File: config.mk
export PLATFORM = sky130hd
export DESIGN_NAME = lnv_back
export DESIGN_NICKNAME = d
export VERILOG_FILES = /design/src/hw/rtl/lnv_pkg.sv /design/src/hw/rtl/lnv_div.sv /design/src/hw/rtl/lnv_back.sv
export SDC_FILE = /design/constraint.sdc
export NUM_CORES = 2
export LEC_CHECK = 0
export CAP_MARGIN = 30
export CORE_UTILIZATION = 45
export DETAILED_ROUTE_END_ITERATION = 16
export DONT_BUFFER_PORTS = 1
export SLEW_MARGIN = 10
export SYNTH_ARGS = -nofsm -noshare
export SYNTH_HDL_FRONTEND = slang
export SYNTH_SLANG_ARGS = --single-unit
File: constraint.sdc
create_clock -name clk_i -period 15.45 [get_ports clk_i]
set_clock_uncertainty 0.05 [all_clocks]
set_input_delay 2.3175 -clock clk_i [delete_from_list [all_inputs] [get_ports clk_i]]
set_output_delay 2.3175 -clock clk_i [all_outputs]
set_load 0.02 [all_outputs]
File: src/hw/rtl/lnv_pkg.sv
// ----------------------------------------------------------------------------
// lnv_pkg
// Shared types and constants of the vector layer normalization block.
// ----------------------------------------------------------------------------
package lnv_pkg;

  localparam int DATA_BITS   = 16;
  localparam int FRAC_BITS   = 8;
  localparam int MAX_LEN_DEF = 64;
  localparam int CFG_W       = 16;
  localparam int CFG_IDX_W   = 2;
  // Inverse standard deviation is 2^32 / s, with s >= 256, so it fits 25 bits.
  localparam int INV_W       = 25;
  localparam int INV_NUM_W   = 33;

  typedef enum logic [CFG_IDX_W-1:0] {
    CFG_GAIN   = 2'd0,
    CFG_OFFSET = 2'd1,
    CFG_FLOOR  = 2'd2
  } cfg_idx_e;

  typedef struct packed {
    logic signed [DATA_BITS-1:0] sample;
    logic                        end_of_vector;
  } lnv_in_t;

  typedef struct packed {
    logic signed [DATA_BITS-1:0] norm_value;
    logic                        final_result;
    logic                        truncated;
  } lnv_out_t;

  typedef enum logic [3:0] {
    S_IDLE,
    S_MEAN_GO,
    S_MEAN_WAIT,
    S_VAR_RD,
    S_VAR_SQ,
    S_VAR_ACC,
    S_VAR_GO,
    S_VAR_WAIT,
    S_SQRT,
    S_INV_GO,
    S_INV_WAIT,
    S_OUT_RD,
    S_OUT_MUL,
    S_OUT_NRM,
    S_OUT_Y,
    S_OUT_EMIT
  } back_state_e;

endpackage

File: src/hw/rtl/lnv_div.sv
// ----------------------------------------------------------------------------
// lnv_div
// Unsigned restoring divider, one quotient bit per cycle.
// ----------------------------------------------------------------------------
module lnv_div #(
  parameter int NUM_W = 40,
  parameter int DEN_W = 25
) (
  input  logic             clk_i,
  input  logic             rst_ni,
  input  logic             start_i,
  input  logic [NUM_W-1:0] num_i,
  input  logic [DEN_W-1:0] den_i,
  output logic             busy_o,
  output logic             done_o,
  output logic [NUM_W-1:0] quot_o
);
  localparam int KW = $clog2(NUM_W + 1);

  logic [NUM_W-1:0] num_q;
  logic [DEN_W-1:0] den_q;
  logic [DEN_W:0]   rem_q, rem_sh;
  logic [KW-1:0]    cnt_q;
  logic             busy_q, done_q;
  logic             fit;

  assign rem_sh = {rem_q[DEN_W-1:0], num_q[NUM_W-1]};
  assign fit    = rem_sh >= {1'b0, den_q};
  assign busy_o = busy_q;
  assign done_o = done_q;
  assign quot_o = num_q;

  always_ff @(posedge clk_i) begin
    if (start_i && !busy_q) begin
      num_q <= num_i;
      den_q <= den_i;
      rem_q <= '0;
    end else if (busy_q) begin
      rem_q <= fit ? rem_sh - {1'b0, den_q} : rem_sh;
      num_q <= {num_q[NUM_W-2:0], fit};
    end
  end

  always_ff @(posedge clk_i or negedge rst_ni) begin
    if (!rst_ni) begin
      busy_q <= 1'b0;
      done_q <= 1'b0;
      cnt_q  <= '0;
    end else begin
      done_q <= 1'b0;
      if (start_i && !busy_q) begin
        busy_q <= 1'b1;
        cnt_q  <= KW'(NUM_W);
      end else if (busy_q) begin
        cnt_q <= cnt_q - KW'(1);
        if (cnt_q == KW'(1)) begin
          busy_q <= 1'b0;
          done_q <= 1'b1;
        end
      end
    end
  end

endmodule

File: src/hw/rtl/lnv_back.sv
// ----------------------------------------------------------------------------
// lnv_back
// Computes mean, variance, inverse deviation and the normalized results.
// ----------------------------------------------------------------------------
module lnv_back #(
  parameter int MAX_LEN = lnv_pkg::MAX_LEN_DEF
) (
  input  logic                                          clk_i,
  input  logic                                          rst_ni,
  input  logic                                          job_valid_i,
  output logic                                          job_pop_o,
  input  logic [$clog2(MAX_LEN+1)-1:0]                  job_n_i,
  input  logic signed [lnv_pkg::DATA_BITS+$clog2(MAX_LEN)-1:0] job_sum_i,
  input  logic                                          job_trunc_i,
  output logic [$clog2(MAX_LEN)-1:0]                    rd_addr_o,
  input  logic signed [lnv_pkg::DATA_BITS-1:0]          rd_data_i,
  input  logic signed [lnv_pkg::CFG_W-1:0]              gain_i,
  input  logic signed [lnv_pkg::CFG_W-1:0]              offset_i,
  input  logic [lnv_pkg::CFG_W-1:0]                     floor_i,
  output logic                                          out_valid_o,
  input  logic                                          out_ready_i,
  output lnv_pkg::lnv_out_t                             out_data_o,
  output logic                                          done_o
);
  import lnv_pkg::*;

  localparam int CW    = $clog2(MAX_LEN + 1);
  localparam int AW    = $clog2(MAX_LEN);
  localparam int SW    = DATA_BITS + AW;
  localparam int DW    = DATA_BITS + 1;
  localparam int SQ_W  = 2 * DATA_BITS;
  localparam int DEVW  = SQ_W + CW;
  localparam int VW    = SQ_W + 1;
  localparam int RAD_W = VW + 17;
  localparam int SQW   = RAD_W / 2;
  localparam int RW    = SQW + 2;
  localparam int DIVA  = (DEVW + 1 > INV_NUM_W) ? DEVW + 1 : INV_NUM_W;
  localparam int DIVW  = (DIVA > SW + 1) ? DIVA : SW + 1;
  localparam int DENW  = (CW > SQW) ? CW : SQW;
  localparam int KW    = $clog2(SQW + 1);
  localparam int P1W   = DW + INV_W + 1;
  localparam int NMW   = P1W - 16;
  localparam int P2W   = NMW + 1 + CFG_W;
  localparam int Y1W   = P2W - FRAC_BITS;
  localparam int YW    = Y1W + 2;
  localparam logic signed [YW-1:0] Y_MAX = YW'((1 << (DATA_BITS - 1)) - 1);
  localparam logic signed [YW-1:0] Y_MIN = -YW'(1 << (DATA_BITS - 1));

  back_state_e state_q, state_d;

  logic [CW-1:0]           n_q, idx_q;
  logic signed [SW-1:0]    sum_q;
  logic                    trunc_q;
  logic signed [DW-1:0]    mean_q;
  logic [SQ_W-1:0]         sq_q;
  logic [DEVW-1:0]         dev_q;
  logic [RAD_W-1:0]        rad_q;
  logic [RW-1:0]           rem_q;
  logic [SQW-1:0]          root_q;
  logic [KW-1:0]           sq_cnt_q;
  logic [INV_W-1:0]        inv_q;
  logic signed [P1W-1:0]   p1_q;
  logic signed [P2W-1:0]   p2_q;
  logic signed [DATA_BITS-1:0] y_q;
  logic                    out_valid_q;
  lnv_out_t                out_q;

  logic                    div_start, div_busy, div_done;
  logic [DIVW-1:0]         div_num, div_quot;
  logic [DENW-1:0]         div_den;

  logic                    last_idx, out_free;
  logic signed [DW-1:0]    dev;
  logic [DATA_BITS-1:0]    dev_abs;
  logic [SW-1:0]           sum_abs;
  logic [DW-1:0]           mean_mag;
  logic [VW-1:0]           var_v;
  logic [RW+1:0]           rem2, trial;
  logic [P1W-1:0]          m1;
  logic signed [NMW:0]     nrm;
  logic [P2W-1:0]          m2;
  logic signed [Y1W:0]     y1;
  logic signed [YW-1:0]    y;

  lnv_div #(
    .NUM_W(DIVW),
    .DEN_W(DENW)
  ) u_div (
    .clk_i  (clk_i),
    .rst_ni (rst_ni),
    .start_i(div_start),
    .num_i  (div_num),
    .den_i  (div_den),
    .busy_o (div_busy),
    .done_o (div_done),
    .quot_o (div_quot)
  );

  assign last_idx    = (idx_q == n_q - CW'(1));
  assign out_free    = !out_valid_q || out_ready_i;
  assign rd_addr_o   = idx_q[AW-1:0];
  assign out_valid_o = out_valid_q;
  assign out_data_o  = out_q;

  assign dev      = DW'(rd_data_i) - mean_q;
  assign dev_abs  = dev[DW-1] ? DATA_BITS'(-dev) : DATA_BITS'(dev);
  assign sum_abs  = sum_q[SW-1] ? SW'(-sum_q) : SW'(sum_q);
  assign mean_mag = div_quot[DW-1:0];
  assign var_v    = VW'(div_quot[SQ_W-1:0]) + VW'(floor_i);
  assign rem2     = {rem_q, rad_q[RAD_W-1 -: 2]};
  assign trial    = (RW+2)'({root_q, 2'b01});

  // Both rounding steps work on the magnitude so ties go away from zero.
  always_comb begin
    m1  = p1_q[P1W-1] ? P1W'(-p1_q) : P1W'(p1_q);
    nrm = (NMW+1)'((m1 + P1W'(1 << 15)) >> 16);
    if (p1_q[P1W-1]) begin
      nrm = -nrm;
    end
    m2 = p2_q[P2W-1] ? P2W'(-p2_q) : P2W'(p2_q);
    y1 = (Y1W+1)'((m2 + P2W'(1 << (FRAC_BITS - 1))) >> FRAC_BITS);
    if (p2_q[P2W-1]) begin
      y1 = -y1;
    end
    y = YW'(y1) + YW'(offset_i);
  end

  always_comb begin
    state_d   = state_q;
    job_pop_o = 1'b0;
    div_start = 1'b0;
    div_num   = '0;
    div_den   = DENW'(n_q);
    done_o    = 1'b0;
    unique case (state_q)
      S_IDLE: begin
        if (job_valid_i) begin
          job_pop_o = 1'b1;
          state_d   = S_MEAN_GO;
        end
      end
      S_MEAN_GO: begin
        div_start = 1'b1;
        div_num   = DIVW'(sum_abs) + DIVW'(n_q >> 1);
        state_d   = S_MEAN_WAIT;
      end
      S_MEAN_WAIT: if (div_done) state_d = S_VAR_RD;
      S_VAR_RD:    state_d = S_VAR_SQ;
      S_VAR_SQ:    state_d = S_VAR_ACC;
      S_VAR_ACC:   state_d = last_idx ? S_VAR_GO : S_VAR_RD;
      S_VAR_GO: begin
        div_start = 1'b1;
        div_num   = DIVW'(dev_q) + DIVW'(n_q >> 1);
        state_d   = S_VAR_WAIT;
      end
      S_VAR_WAIT:  if (div_done) state_d = S_SQRT;
      S_SQRT:      if (sq_cnt_q == KW'(1)) state_d = S_INV_GO;
      S_INV_GO: begin
        div_start = 1'b1;
        div_num   = DIVW'({1'b1, 32'b0});
        div_den   = DENW'(root_q);
        state_d   = S_INV_WAIT;
      end
      S_INV_WAIT:  if (div_done) state_d = S_OUT_RD;
      S_OUT_RD:    state_d = S_OUT_MUL;
      S_OUT_MUL:   state_d = S_OUT_NRM;
      S_OUT_NRM:   state_d = S_OUT_Y;
      S_OUT_Y:     state_d = S_OUT_EMIT;
      S_OUT_EMIT: begin
        if (out_free) begin
          if (last_idx) begin
            done_o  = 1'b1;
            state_d = S_IDLE;
          end else begin
            state_d = S_OUT_RD;
          end
        end
      end
      default: state_d = S_IDLE;
    endcase
  end

  always_ff @(posedge clk_i or negedge rst_ni) begin
    if (!rst_ni) begin
      state_q <= S_IDLE;
    end else begin
      state_q <= state_d;
    end
  end

  always_ff @(posedge clk_i) begin
    unique case (state_q)
      S_IDLE: begin
        n_q     <= job_n_i;
        sum_q   <= job_sum_i;
        trunc_q <= job_trunc_i;
        idx_q   <= '0;
        dev_q   <= '0;
      end
      S_MEAN_WAIT: begin
        mean_q <= sum_q[SW-1] ? -$signed(mean_mag) : $signed(mean_mag);
      end
      S_VAR_SQ:  sq_q <= dev_abs * dev_abs;
      S_VAR_ACC: begin
        dev_q <= dev_q + DEVW'(sq_q);
        idx_q <= last_idx ? '0 : idx_q + CW'(1);
      end
      S_VAR_WAIT: begin
        // A zero spread with a zero floor is taken as the smallest variance.
        rad_q    <= {1'b0, (var_v == '0) ? VW'(1) : var_v, 16'b0};
        rem_q    <= '0;
        root_q   <= '0;
        sq_cnt_q <= KW'(SQW);
      end
      S_SQRT: begin
        if (rem2 >= trial) begin
          rem_q  <= RW'(rem2 - trial);
          root_q <= {root_q[SQW-2:0], 1'b1};
        end else begin
          rem_q  <= RW'(rem2);
          root_q <= {root_q[SQW-2:0], 1'b0};
        end
        rad_q    <= {rad_q[RAD_W-3:0], 2'b00};
        sq_cnt_q <= sq_cnt_q - KW'(1);
      end
      S_INV_WAIT: inv_q <= div_quot[INV_W-1:0];
      S_OUT_MUL:  p1_q  <= dev * $signed({1'b0, inv_q});
      S_OUT_NRM:  p2_q  <= nrm * gain_i;
      S_OUT_Y: begin
        if (y > Y_MAX) begin
          y_q <= DATA_BITS'(Y_MAX);
        end else if (y < Y_MIN) begin
          y_q <= DATA_BITS'(Y_MIN);
        end else begin
          y_q <= DATA_BITS'(y);
        end
      end
      S_OUT_EMIT: begin
        if (out_free) begin
          out_q.norm_value   <= y_q;
          out_q.final_result <= last_idx;
          out_q.truncated    <= trunc_q;
          idx_q              <= idx_q + CW'(1);
        end
      end
      default: ;
    endcase
  end

  always_ff @(posedge clk_i or negedge rst_ni) begin
    if (!rst_ni) begin
      out_valid_q <= 1'b0;
    end else if (state_q == S_OUT_EMIT && out_free) begin
      out_valid_q <= 1'b1;
    end else if (out_ready_i) begin
      out_valid_q <= 1'b0;
    end
  end

  a_div_idle_on_start: assert property (@(posedge clk_i) disable iff (!rst_ni)
    div_start |-> !div_busy)
    else $error("divider started while busy");

  a_div_done_waited: assert property (@(posedge clk_i) disable iff (!rst_ni)
    div_done |-> (state_q == S_MEAN_WAIT || state_q == S_VAR_WAIT ||
                  state_q == S_INV_WAIT))
    else $error("divider finished outside a wait state");

  a_len_nonzero: assert property (@(posedge clk_i) disable iff (!rst_ni)
    (state_q != S_IDLE && state_q != S_MEAN_GO) |-> n_q != '0)
    else $error("job with zero length in progress");

endmodule

* Word level (Yosys, flattened, before mapping)
Cells that the tools add are included.
** Storage, ports and cells
- Bits in latches :: 0
- RAM bits :: 0
- Word-level logic and storage cells :: 144
- Input port bits :: 98
- Bits in registers :: 481
- Memories :: 0
- Output and inout port bits :: 27
- Memory bits (read-only) :: 0
** Cells by class
- Multiplexer cells :: 49
- Reduce and logical (&&, ||, !) cells :: 16
- Add/sub/neg operators :: 21
- Shifts and indexed selects :: 0
- Multipliers :: 3
- $lt $le $gt $ge :: 4
- Bitwise operators :: 0
- Eq/ne operators :: 24
- Div/mod/pow operators :: 0
** Operators by type and width (number)
- $pmux 40 s3 :: 1
- $pmux 50 s2 :: 1
- $mux 40 :: 2
- $pmux 39 s2 :: 1
- $pmux 4 s16 :: 1
- $pmux 27 s2 :: 1
- $pmux 25 s2 :: 1
- $add 44x8->44 const B :: 1
- $mul 28x16->44 :: 1
- $mux 44 :: 1
- $neg 44->44 :: 1
- $add 43x16->43 const B :: 1
- $mul 17x26->43 :: 1
- $mux 43 :: 1
- $neg 43->43 :: 1
- $add 39x6->40 :: 1
- $add 39x32->39 :: 1
- $add 37x16->38 :: 1
- $gt 38x16->1 const B :: 1
- $lt 38x16->1 const B :: 1
- $mux 37 :: 1
- $neg 36->37 :: 1
- $add 32x16->33 :: 1
- $logic_not 33->1 :: 1
- other kinds (47) :: 92

* Depth between registers and ports, before layout
- Depth after elaboration :: 8
- Gate-level depth with buffers :: 48
- Mapped depth without buffers :: 42

* By module
Synthesis repeated with hierarchy kept, for this count alone.
** Unflattened totals
- Cell total of the unflattened synthesis :: 7823
- Area, all modules :: 71195.8 µm²
** Modules (own cells, without submodules)
- lnv_back :: cells each 7345, area an instance 65905.7 µm², seq. area each 10965.5 µm², instances 1
- lnv_div :: cells each 478, area an instance 5290.1 µm², seq. area each 2652.5 µm², instances 1

* Worst setup path before layout
OpenSTA, ideal clock, no wires.
- Path type :: input -> register
- Start :: input port rd_data_i[0] (netlist name)
- End :: register sq_q[30] (data pin)
- Setup slack :: 3408 ps
- Buffers on the path :: 1
- Data required time :: 15142 ps
- Setup time :: 258 ps
- Arrival :: 11734 ps
- Stages on the path :: 41
- Cells stage by stage :: inv_1 -> ha_1 -> inv_1 -> fa_1 -> a21o_1 -> a211oi_1 -> nor2_1 -> nor2_1 -> xnor2_1 -> nor4bb_1 -> or4b_2 -> or4b_2 -> nand2_1 -> xor2_1 -> clkbuf_1 -> inv_1 -> nand2_1 -> inv_1 -> [... 5 more ...] -> inv_1 -> fa_1 -> fa_1 -> inv_1 -> fa_1 -> ha_1 -> a21oi_1 -> o211ai_1 -> o211ai_1 -> nand2_1 -> o21ai_0 -> a21boi_0 -> o41ai_1 -> o21ai_0 -> o41a_1 -> a21o_1 -> a21oi_1 -> xnor2_1
** On the way
- Cells in the longest elaborated chain, start to end :: 4
** RTL lines
- from (decl) :: RTL line lnv_back.sv:16 : input logic signed [lnv_pkg::DATA_BITS-1:0] rd_data_i,
- $sub 16x17->17 (*) :: RTL line lnv_back.sv:105 : assign dev = DW'(rd_data_i) - mean_q;
- $neg 16->16 :: RTL line lnv_back.sv:106 : assign dev_abs = dev[DW-1] ? DATA_BITS'(-dev) : DATA_BITS'(dev);
- $mux 16 (*) :: RTL line lnv_back.sv:106
- $mul 16x16->32 (*) :: RTL line lnv_back.sv:203 : S_VAR_SQ: sq_q <= dev_abs * dev_abs;
- to (signal assigned) :: RTL line lnv_back.sv:203
- to (decl) :: RTL line lnv_back.sv:55 : logic [SQ_W-1:0] sq_q;
Mark *: on every way between the ends. The rest lies on a longest branch, timed or not.
A chain may end at the register's enable or synchronous reset.

* Worst setup path after layout
Same ends and word-level chain as after synthesis.

==> results.py <==
metrics = {
    "worst_setup_path": {
        "cp.depth": 39,
        "startpoint_type": "input pin",
        "critical_path.max_fanout": 28,
        "end_kind": "flop",
        "worstRegToRegCells": 40,
        "critPathRequiredTime_ps": 15810,
        "worst-endpoint-arrival_ps": 12730,
        "crit_slowest_cell": "or4b_2",
        "cpLargestDelayFamily": "adder cells",
        "cpPeakStageDelay_ps": 640,
        "crit_top_cell": "fa_1",
        "crit_type": "in2reg",
        "path_buf_inv": 7,
    },
    "clock_network": {
        "clockBufferDepth": 3,
        "post-cts-setup-buffers": 0,
        "cts.htree.levels": 2,
        "cts_tree": "yes",
        "holdBufCountCts": 0,
        "cts_made_buffers": 57,
        "root_buffer": "clkbuf_16",
        "path_clk_slew_ps": 60,
        "cts_sinks": 464,
        "insertion_delay_ps": 680,
        "cts-resized-gates": 0,
    },
    "floorplanning": {
        "io-pin-count": 125,
        "die-area_sq_mm": 0.156,
        "start_util": 0.455,
        "die_h_um": 395,
        "rows": 143,
        "core-area_sq_mm": 0.153,
        "die_x_um": 395,
    },
    "synthesis": {
        "ys_dominant_reg_cell": "edfxtp_1",
        "synth_nets": 9171,
        "synth_area_leaders": "fa_1 27%, edfxtp_1 18%, ha_1 9.5%, inv_1 6.4%, nand2_1 4.7%",
        "synthDominantCellAreaShare": 0.272,
        "synth.distinct_cells": 102,
        "synthTopCellsByCount": "1192 x inv_1, 945 x fa_1, 868 x nand2_1",
        "yosysSeqAreaShare": 0.196,
        "yosysTopAreaCell": "fa_1",
        "ys_seq_elements": 464,
        "syn-cell-area_sq_mm": 0.0694,
        "syn_avg_cell_area_sq_um": 9.13,
        "synth.most_common_cell": "inv_1",
        "ys_warn_count": 0,
        "synth_edf_count": 426,
        "ys_async_sr_fraction": 0.0280,
        "netlist_instances": 7602,
    },
    "flow_run": {
        "drv_cap": 0,
    },
    "timing": {
        "hold_violations": 0,
        "finalCritPeriodShare": 0.801,
        "timing.fmax_mhz": 80.8,
        "relSlewSlack": 0.331,
        "setup_ws_ps": 3080,
        "layout_min_cycle_time_ps": 12370,
        "setup_tns_ps": 0,
        "rsz0062_at_grt": "false",
        "slew_viol_final": 0,
        "finalSetupViolCount": 0,
        "worst_slew_pin_slew_ps": 1000,
        "holdWs_ps": 362,
    },
    "finish": {
        "syn2layout_area_growth_pct": 6.41,
        "drive_above_1_share": 0.0405,
        "fill_cells": 14400,
        "nets": 9028,
    },
    "worst_hold_path": {
        "holdPathStages": 0,
        "hold_path_class": "reg2reg",
    },
    "global_route": {
        "grt_pass1_vias": 53300,
        "track_usage": 0.223,
        "antenna_found_initial": 3,
        "grt_first_pass_wirelength_um": 282000,
        "grt-ovfl-total": 0,
        "grt_max_degree": 59,
    },
    "placed_design": {
        "place_congestion": 0.876,
        "io_buffers": 0,
        "hpwlAfterDp_um": 135000,
        "pre_cts_slack_ps": 2430,
    },
    "drt": {
        "drc": 0,
        "wl_per_cell_um": 17.8,
        "via_per_inst": 5.39,
        "vias": 51400,
        "drt-initial-drc-count": 3122,
        "first_pass_iters": 6,
        "wl_um": 170000,
        "ant_nets": 0,
    },
    "run_status": {
        "outcome": "finished clean",
    },
}
-- layer usage --
layer  GRT usage  share of wire
met1       0.301           0.45
met2       0.368           0.47
met3      0.0321          0.050
met4      0.0721          0.033
met5           0        0.00021
-- through the flow --
step / instances / instance area (sq um) / util
2_1_floorplan: 7602 / 69400 / -
3_3_place_gp: 9419 / 71600 / 0.469
3_5_place_dp: 9422 / 71700 / 0.470
4_1_cts: 9530 / 73700 / 0.483
5_1_grt: 9538 / 73900 / 0.484
6_report: 9539 / 73900 / 0.484
-- cell families (layout without fill, tap and decap cells) --
group | after synthesis | in the layout | synth area share
adder cells (fa/ha/maj) | 1471 | 1471 | 0.367
buffers and inverters | 1503 | 1409 | 0.0826
XOR/XNOR | 554 | 554 | 0.0699
AND/OR/NAND/NOR | 2447 | 2447 | 0.172
other | 0 | 1 | 0
flip-flops | 464 | 464 | 0.196
AO/OA/AOI/OAI | 1096 | 1096 | 0.103
multiplexers | 67 | 67 | 0.00984
-- layout make-up --
type | instances | area [sq um] | share of cell area
Antenna cell | 1 | 2.50 | 0.0000339
Clock buffer | 66 | 1490 | 0.0202
Clock inverter | 42 | 551 | 0.00745
Inverter | 1199 | 4500 | 0.0609
Multi-Input combinational cell | 5635 | 50300 | 0.681
Sequential cell | 464 | 13600 | 0.184
Tap cell | 2030 | 2540 | 0.0344
Timing Repair Buffer | 102 | 886 | 0.0120
-- cell usage in the layout, fill, tap and decap left out, drive strengths merged, types with 122 or more instances in the layout --
| master | count |
|---|---|
| edfxtp | 426 |
| xnor2 | 335 |
| inv | 1201 |
| nor3 | 122 |
| and2 | 320 |
| fa | 945 |
| a21oi | 267 |
| o21ai | 278 |
| xor2 | 219 |
| ha | 526 |
| nor2 | 494 |
| nand2 | 868 |
-- worst paths after layout --
path,from,slack (ps),endpoint
max,rd_data_i[0],3080,sq_q[30]$_DFFE_PP_
min,y_q[2]$_SDFFCE_PN1P_,360,out_data_o[4]$_DFFE_PP_
max reg2reg,p1_q[10]$_DFFE_PP_,3090,p2_q[43]$_DFFE_PN_
min reg2reg,y_q[2]$_SDFFCE_PN1P_,360,out_data_o[4]$_DFFE_PP_
max in group asynchronous,rst_ni,13970,u_div.cnt_q[3]$_DFFE_PN0P_
min in group asynchronous,rst_ni,1280,u_div.busy_o$_DFF_PN0_
-- state kept, by name (all words and copies together), names as in the netlist, 6 cells and up --
name and flops:
p1_q 43, u_div.rem_q 25, inv_q 25, u_div.den_q 25, idx_q 7, rad_q 34
rem_q 27, dev_q 39, p2_q 44, u_div.quot_o 40, out_data_o 18, mean_q 17
sum_q 22, n_q 7, sq_q 31, u_div.cnt_q 6, y_q 16, root_q 25
Power is not shown: default switching activity piles up to over one toggle a cycle in this logic, so the estimate is an artifact.
